$ cat config.mk
export PLATFORM = sky130hd
export DESIGN_NAME = inclusive_prefix_sum_lanes_top
export DESIGN_NICKNAME = d
export VERILOG_FILES = /design/src/hw/rtl/ips_pkg.sv /design/src/hw/rtl/inclusive_prefix_sum_lanes_top.sv /design/src/hw/rtl/ips_scan_level.sv /design/src/hw/rtl/ips_carry_merge.sv
export SDC_FILE = /design/constraint.sdc
export NUM_CORES = 2
export LEC_CHECK = 0
export ABC_AREA = 0
export BUFFER_PORTS_ARGS = -buffer_cell sky130_fd_sc_hd__buf_2
export CELL_PAD_IN_SITES_DETAIL_PLACEMENT = 1
export CELL_PAD_IN_SITES_GLOBAL_PLACEMENT = 1
export CORE_ASPECT_RATIO = 1.75
export CORE_MARGIN = 5
export CORE_UTILIZATION = 38
export CTS_BUF_LIST = sky130_fd_sc_hd__clkbuf_2
export DETAILED_ROUTE_END_ITERATION = 7
export PLACE_DENSITY_LB_ADDON = 0.1
export SLEW_MARGIN = 20
export SYNTH_ARGS = -nofsm -noshare
export SYNTH_HDL_FRONTEND = slang
export SYNTH_HIERARCHICAL = 1
export SYNTH_SLANG_ARGS = --single-unit
$ cat constraint.sdc
create_clock -name clk -period 13.3 [get_ports clk]
set_clock_uncertainty 0.05 [all_clocks]
set_input_delay 3.99 -clock clk [delete_from_list [all_inputs] [get_ports clk]]
set_output_delay 3.99 -clock clk [all_outputs]
set_load 0.01 [all_outputs]
$ cat src/hw/rtl/ips_pkg.sv
package ips_pkg;

  // default geometry
  localparam int LANES_DEF     = 8;
  localparam int DATA_BITS_DEF = 32;

  // width of the lane count field
  localparam int COUNT_BITS = 4;

  // control that travels alongside each pipeline stage
  typedef struct packed {
    logic valid;
    logic last;
  } ips_ctl_t;

endpackage

$ cat src/hw/rtl/inclusive_prefix_sum_lanes_top.sv
// pipeline: 2*log2(P)-1 scan-tree levels, P = LANES rounded up to a power of two,
//   one register stage per level, plus the carry-add output stage
// throughput: one group per cycle, stalls only when out_tready holds back a full pipe
// reset (rst_n low, synchronous): all stage valid flags and the running total clear
module inclusive_prefix_sum_lanes_top import ips_pkg::*; #(
  parameter int LANES     = LANES_DEF,
  parameter int DATA_BITS = DATA_BITS_DEF,
  localparam int IN_W     = ((LANES * DATA_BITS + COUNT_BITS + 7) / 8) * 8,
  localparam int OUT_W    = ((LANES * DATA_BITS + 7) / 8) * 8
) (
  input  logic              clk,
  input  logic              rst_n,
  // input group
  input  logic              in_tvalid,
  output logic              in_tready,
  input  logic [IN_W-1:0]   in_tdata,   // value_0 .. value_{LANES-1}, lane_count, zero pad
  input  logic              in_tlast,   // end_of_vector
  // prefix sums
  output logic              out_tvalid,
  input  logic              out_tready,
  output logic [OUT_W-1:0]  out_tdata,  // sum_0 .. sum_{LANES-1}, zero pad
  output logic              out_tlast   // result_last
);

  // tree width: lanes padded to a power of two, padding lanes held at zero
  localparam int LOG    = $clog2(LANES);
  localparam int P      = 1 << LOG;
  // up-sweep has LOG levels, down-sweep LOG-1 levels
  localparam int NSTAGE = 2 * LOG - 1;

  logic [COUNT_BITS-1:0]          in_cnt;
  logic [P-1:0][DATA_BITS-1:0]    lane_in;

  ips_ctl_t                       stg_ctl   [NSTAGE+1];
  logic [P-1:0][DATA_BITS-1:0]    stg_data  [NSTAGE+1];
  logic                           stg_ready [NSTAGE+1];

  assign in_cnt = in_tdata[LANES*DATA_BITS +: COUNT_BITS];

  // lanes at or above lane_count enter the tree as zero
  for (genvar k = 0; k < P; k++) begin : g_mask
    if ((k < LANES) && (k < (1 << COUNT_BITS))) begin : g_live
      assign lane_in[k] = (COUNT_BITS'(k) < in_cnt) ?
                          in_tdata[k*DATA_BITS +: DATA_BITS] : '0;
    end else begin : g_dead
      assign lane_in[k] = '0;
    end
  end

  assign stg_ctl[0]  = '{valid: in_tvalid, last: in_tlast};
  assign stg_data[0] = lane_in;
  assign in_tready   = stg_ready[0];

  // work-efficient scan: up-sweep builds subtree sums, down-sweep spreads them
  for (genvar s = 0; s < NSTAGE; s++) begin : g_level
    localparam bit IS_UP  = (s < LOG);
    localparam int STRIDE = IS_UP ? (1 << s) : (1 << (2 * LOG - 2 - s));

    ips_scan_level #(
      .P         (P),
      .DATA_BITS (DATA_BITS),
      .STRIDE    (STRIDE),
      .UP        (IS_UP)
    ) u_level (
      .clk      (clk),
      .rst_n    (rst_n),
      .up_ctl   (stg_ctl[s]),
      .up_data  (stg_data[s]),
      .up_ready (stg_ready[s]),
      .dn_ctl   (stg_ctl[s+1]),
      .dn_data  (stg_data[s+1]),
      .dn_ready (stg_ready[s+1])
    );
  end

  // running total added to every lane, output register toward the sink
  ips_carry_merge #(
    .LANES     (LANES),
    .P         (P),
    .DATA_BITS (DATA_BITS),
    .OUT_W     (OUT_W)
  ) u_merge (
    .clk        (clk),
    .rst_n      (rst_n),
    .tree_ctl   (stg_ctl[NSTAGE]),
    .tree_data  (stg_data[NSTAGE]),
    .tree_ready (stg_ready[NSTAGE]),
    .out_tvalid (out_tvalid),
    .out_tready (out_tready),
    .out_tdata  (out_tdata),
    .out_tlast  (out_tlast)
  );

endmodule

$ cat src/hw/rtl/ips_scan_level.sv
module ips_scan_level import ips_pkg::*; #(
  parameter int P         = LANES_DEF,
  parameter int DATA_BITS = DATA_BITS_DEF,
  parameter int STRIDE    = 1,
  parameter bit UP        = 1'b1
) (
  input  logic                            clk,
  input  logic                            rst_n,
  input  ips_ctl_t                        up_ctl,
  input  logic [P-1:0][DATA_BITS-1:0]     up_data,
  output logic                            up_ready,
  output ips_ctl_t                        dn_ctl,
  output logic [P-1:0][DATA_BITS-1:0]     dn_data,
  input  logic                            dn_ready
);

  ips_ctl_t                        ctl_r;
  logic [P-1:0][DATA_BITS-1:0]     data_r;
  logic [P-1:0][DATA_BITS-1:0]     data_nxt;

  // one tree level: selected lanes add the partial sum STRIDE lanes below
  for (genvar k = 0; k < P; k++) begin : g_lane
    localparam bit UP_ADD = UP && (((k + 1) % (2 * STRIDE)) == 0);
    localparam bit DN_ADD = !UP && (k >= 2 * STRIDE) &&
                            (((k + 1 - STRIDE) % (2 * STRIDE)) == 0);
    if (UP_ADD) begin : g_up_add
      assign data_nxt[k] = up_data[k] + up_data[k-STRIDE];
    end else if (DN_ADD) begin : g_dn_add
      assign data_nxt[k] = up_data[k] + up_data[k-STRIDE];
    end else begin : g_pass
      assign data_nxt[k] = up_data[k];
    end
  end

  assign up_ready = !ctl_r.valid || dn_ready;

  always_ff @(posedge clk) begin
    if (!rst_n) begin
      ctl_r <= '0;
    end else if (up_ready) begin
      ctl_r <= up_ctl;
    end
  end

  always_ff @(posedge clk) begin
    if (up_ready && up_ctl.valid) begin
      data_r <= data_nxt;
    end
  end

  assign dn_ctl  = ctl_r;
  assign dn_data = data_r;

endmodule

$ cat src/hw/rtl/ips_carry_merge.sv
module ips_carry_merge import ips_pkg::*; #(
  parameter int LANES     = LANES_DEF,
  parameter int P         = LANES_DEF,
  parameter int DATA_BITS = DATA_BITS_DEF,
  parameter int OUT_W     = ((LANES * DATA_BITS + 7) / 8) * 8
) (
  input  logic                            clk,
  input  logic                            rst_n,
  input  ips_ctl_t                        tree_ctl,
  input  logic [P-1:0][DATA_BITS-1:0]     tree_data,
  output logic                            tree_ready,
  output logic                            out_tvalid,
  input  logic                            out_tready,
  output logic [OUT_W-1:0]                out_tdata,
  output logic                            out_tlast
);

  logic [DATA_BITS-1:0]                total_r;
  logic [DATA_BITS-1:0]                total_nxt;
  logic                                out_valid_r;
  logic                                out_last_r;
  logic [LANES-1:0][DATA_BITS-1:0]     sum_r;
  logic [LANES-1:0][DATA_BITS-1:0]     sum_nxt;
  logic                                take;

  assign tree_ready = !out_valid_r || out_tready;
  assign take       = tree_ctl.valid && tree_ready;

  // add the carry from earlier groups into every lane
  always_comb begin
    for (int k = 0; k < LANES; k++) begin
      sum_nxt[k] = total_r + tree_data[k];
    end
    total_nxt = tree_ctl.last ? '0 : (total_r + tree_data[LANES-1]);
  end

  always_ff @(posedge clk) begin
    if (!rst_n) begin
      out_valid_r <= 1'b0;
      total_r     <= '0;
    end else begin
      if (tree_ready) begin
        out_valid_r <= tree_ctl.valid;
      end
      if (take) begin
        total_r <= total_nxt;
      end
    end
  end

  always_ff @(posedge clk) begin
    if (take) begin
      sum_r      <= sum_nxt;
      out_last_r <= tree_ctl.last;
    end
  end

  assign out_tvalid = out_valid_r;
  assign out_tdata  = OUT_W'(sum_r);
  assign out_tlast  = out_last_r;

endmodule

==> summary.txt <==
Floorplan
  • Die outline width: 355 µm
  • Die Y: 614 µm
  • Initial Util: 0.382
  • Core Region: 207000 µm²
  • Row count: 221
  • DIE AREA: 218000 µm²
  • # IOs: 528

Global routing
  • Vias in the first global route: 58900
  • First-pass GRT wire length: 371 mm
  • GRT Overall Usage: 0.230
  • Pin count of the biggest net entering global routing: 124
  • Antenna violations before repair: 46
  • Gr ovfl total: 0

Yosys
  • Area share of the largest cell type after synthesis: 0.582
  • Synth Instances: 6086
  • Synth Flop Type: edfxtp_1
  • Seq/Total Area, Yosys: 0.593
  • Synth async-reset ratio: 0
  • Cell variety after synth: 121
  • Mapped cell area: 79300 µm²
  • Post-synth EDFFs: 1537
  • Post-synthesis area per instance: 13.0 µm²
  • #FFs+latches synth: 1580
  • Cell taking the most area after synthesis: edfxtp_1
  • Syn Nets: 6963
  • Warnings, synthesis: 6
  • Most frequent cell after synthesis: edfxtp_1
  • Ranking of synthesized cells by area: edfxtp_1 (58%), ha_1 (9.3%), xnor2_1 (3.9%)
  • Commonest cells post-synth: edfxtp_1 (1537), ha_1 (589), a21oi_1 (526)

Timing
  • Post-layout minimum cycle time: 10.07 ns
  • Setup TNS: 0 ns
  • Post-layout worst setup margin: 3.23 ns
  • Worst hold margin: 0.316 ns
  • Final hold vios: 0
  • Maximum clock frequency: 99.3 MHz
  • Slew headroom: 0.310
  • Worst Tran Pin Value: 1.03 ns
  • Final period utilization: 0.757
  • Final count of negative-setup-slack endpoints: 0
  • Fin. max-slew vios: 0
  • RSZ-0062 raised after global routing: false

Critical path
  • Worst-path cell chain: buf_2, nand2b_1, nor2b_1, inv_1, nor2b_1, inv_1, nor2b_1, inv_1, nor2b_1, inv_1, nor2b_1, inv_1, buf_2
  • CP arrival: 6.03 ns
  • Worst R2R Path Depth: 11
  • R2r endpoint: u_merge/out_tdata[158]$_DFFE_PP_
  • Worst setup SP type: primary input
  • WP data required: 9.26 ns
  • Crit-path slowest cell: nor2b_1
  • Worst R2R Start: u_merge/total_r[0]$_SDFFE_PN0P_
  • R2r setup slk: 8.45 ns
  • WS Path Type: primary input to output port
  • CP Capture Type: output port
  • Crit path largest cell delay: 0.23 ns
  • Max FO, Critical Path: 3

Place
  • Port buffer count: 523
  • DP Worst Slack: 3.24 ns
  • Routability Congestion: 0.870
  • HPWL Detailed: 206 mm
  • Post-DP Area: 85100 µm²

Clock network
  • Clk buf depth: 4
  • H-tree levels: 5
  • CTS clk-pin slew, worst paths: 0.11 ns
  • Num Clock Sinks: 1580
  • Postcts setup bufs: 0
  • Number of hold buffers added after cts: 0
  • Root buffer cell: clkbuf_2
  • CTS Buf Count: 374
  • Post-cts sizing count: 0
  • Clock tree from TritonCTS: built
  • Worst-skew pair later-pin latency: 1.53 ns

Routing
  • DR vias/cell: 5.40
  • Antenna viol nets, final: 0
  • Average wire per standard cell: 26.1 µm
  • Initial DRC count: 2459
  • First-pass DRT Iterations: 6
  • Final wirelength: 258 mm
  • DRC viols: 0
  • Via count: 53400

Status
  • Status: finished, final reports clean

Layout
  • Nets: 7785
  • Layout cells sized above 1: 0.176
  • Synth-to-Final Area Change: 11.9%
  • Cell area after layout: 88700 µm²

Power
  • Worst VDD drop: 0.0548 mV
  • Leakage power total: 35.2 nW
  • Pwr dens: 122 nW/µm²

Hold path
  • HP Class: register to register
  • Hold_sp: g_level[1].u_level/dn_data[42]$_DFFE_PP_
  • Worst Hold End: g_level[2].u_level/dn_data[42]$_DFFE_PP_
  • Hold Path Depth: 0

Run
  • Number of max-cap violations: 0
## metrics by stage
stage               cells  total power, mW   util
global route         9876             11.5  0.428
detailed placement   9208             7.64  0.411
CTS                  9869             11.1  0.428
floorplan            6086             7.06      -
global placement     9208             7.61  0.411
finish               9884             10.9  0.428
## area by class of cell
type                       count  area, µm²
fill                       22100     119000
sequential                  1580      47000
multi-input combinational   4261      31300
tap                         2676       3350
timing repair buffer         565       3010
clock buffer                 538       2690
clock inverter               123        873
inverter                     126        480
antenna                       15       37.5
## power breakdown
group	switching [mW]	total (mW)	leakage, nW	internal [mW]
sequential	0.133	5.86	14.5	5.73
clock	1.97	3.33	2.67	1.36
combinational	1.04	1.66	18.0	0.617
## worst max-delay path: cells and delay by family
kind	cells	cell delay [ns]
AND/OR/NAND/NOR	6	1.25
buffers and inverters	7	0.79
## per-layer routing
| layer | part of all wire | global-route usage |
|---|---|---|
| met5 | 0.00013 | 0 |
| met4 | 0.044 | 0.0947 |
| met3 | 0.037 | 0.0293 |
| met2 | 0.54 | 0.441 |
| met1 | 0.38 | 0.253 |
## cells in the final DEF (no fill, tap or decap), types with 221 or more instances in the layout
master	n
edfxtp_1	1537
ha_1	589
clkbuf_2	538
a21oi_1	526
buf_2	523
xnor2_1	357
nand2_1	313
nor2_1	298
a21o_1	292
nor2b_1	238
o21ai_0	221
## logic make-up (layout without fill, tap and decap cells)
kind of cell,Yosys count,in the layout,share of synthesized area
simple gates,1418,1418,0.0923
buf+inv,245,1352,0.0131
xor+xnor,543,543,0.0600
fa+ha+maj,608,608,0.0978
flops,1580,1580,0.593
compound gates,1690,1690,0.144
mux,2,2,0.000253
other cells,0,15,0
## sequential cells by signal (all words and copies together), names as in the netlist
signal / count
g_level.u_level/dn_ctl: 10
g_level.u_level/dn_data: 1280
u_merge/out_tdata: 256
u_merge/out_tlast: 1
u_merge/out_tvalid: 1
u_merge/total_r: 32
## worst max-delay path by stage
stage               startpoint                                      end  slack [ns]  cells after the start
floorplan           out_tready  g_level[0].u_level/dn_data[0]$_DFFE_PP_        1.92                     12
global placement    out_tready                                in_tready        3.38                     13
detailed placement  out_tready                                in_tready        3.24                     13
CTS                 out_tready                                in_tready        3.22                     13
global route        out_tready                                in_tready        3.01                     13
finish              out_tready                                in_tready        3.23                     13
(Power assumes the default switching activity.)
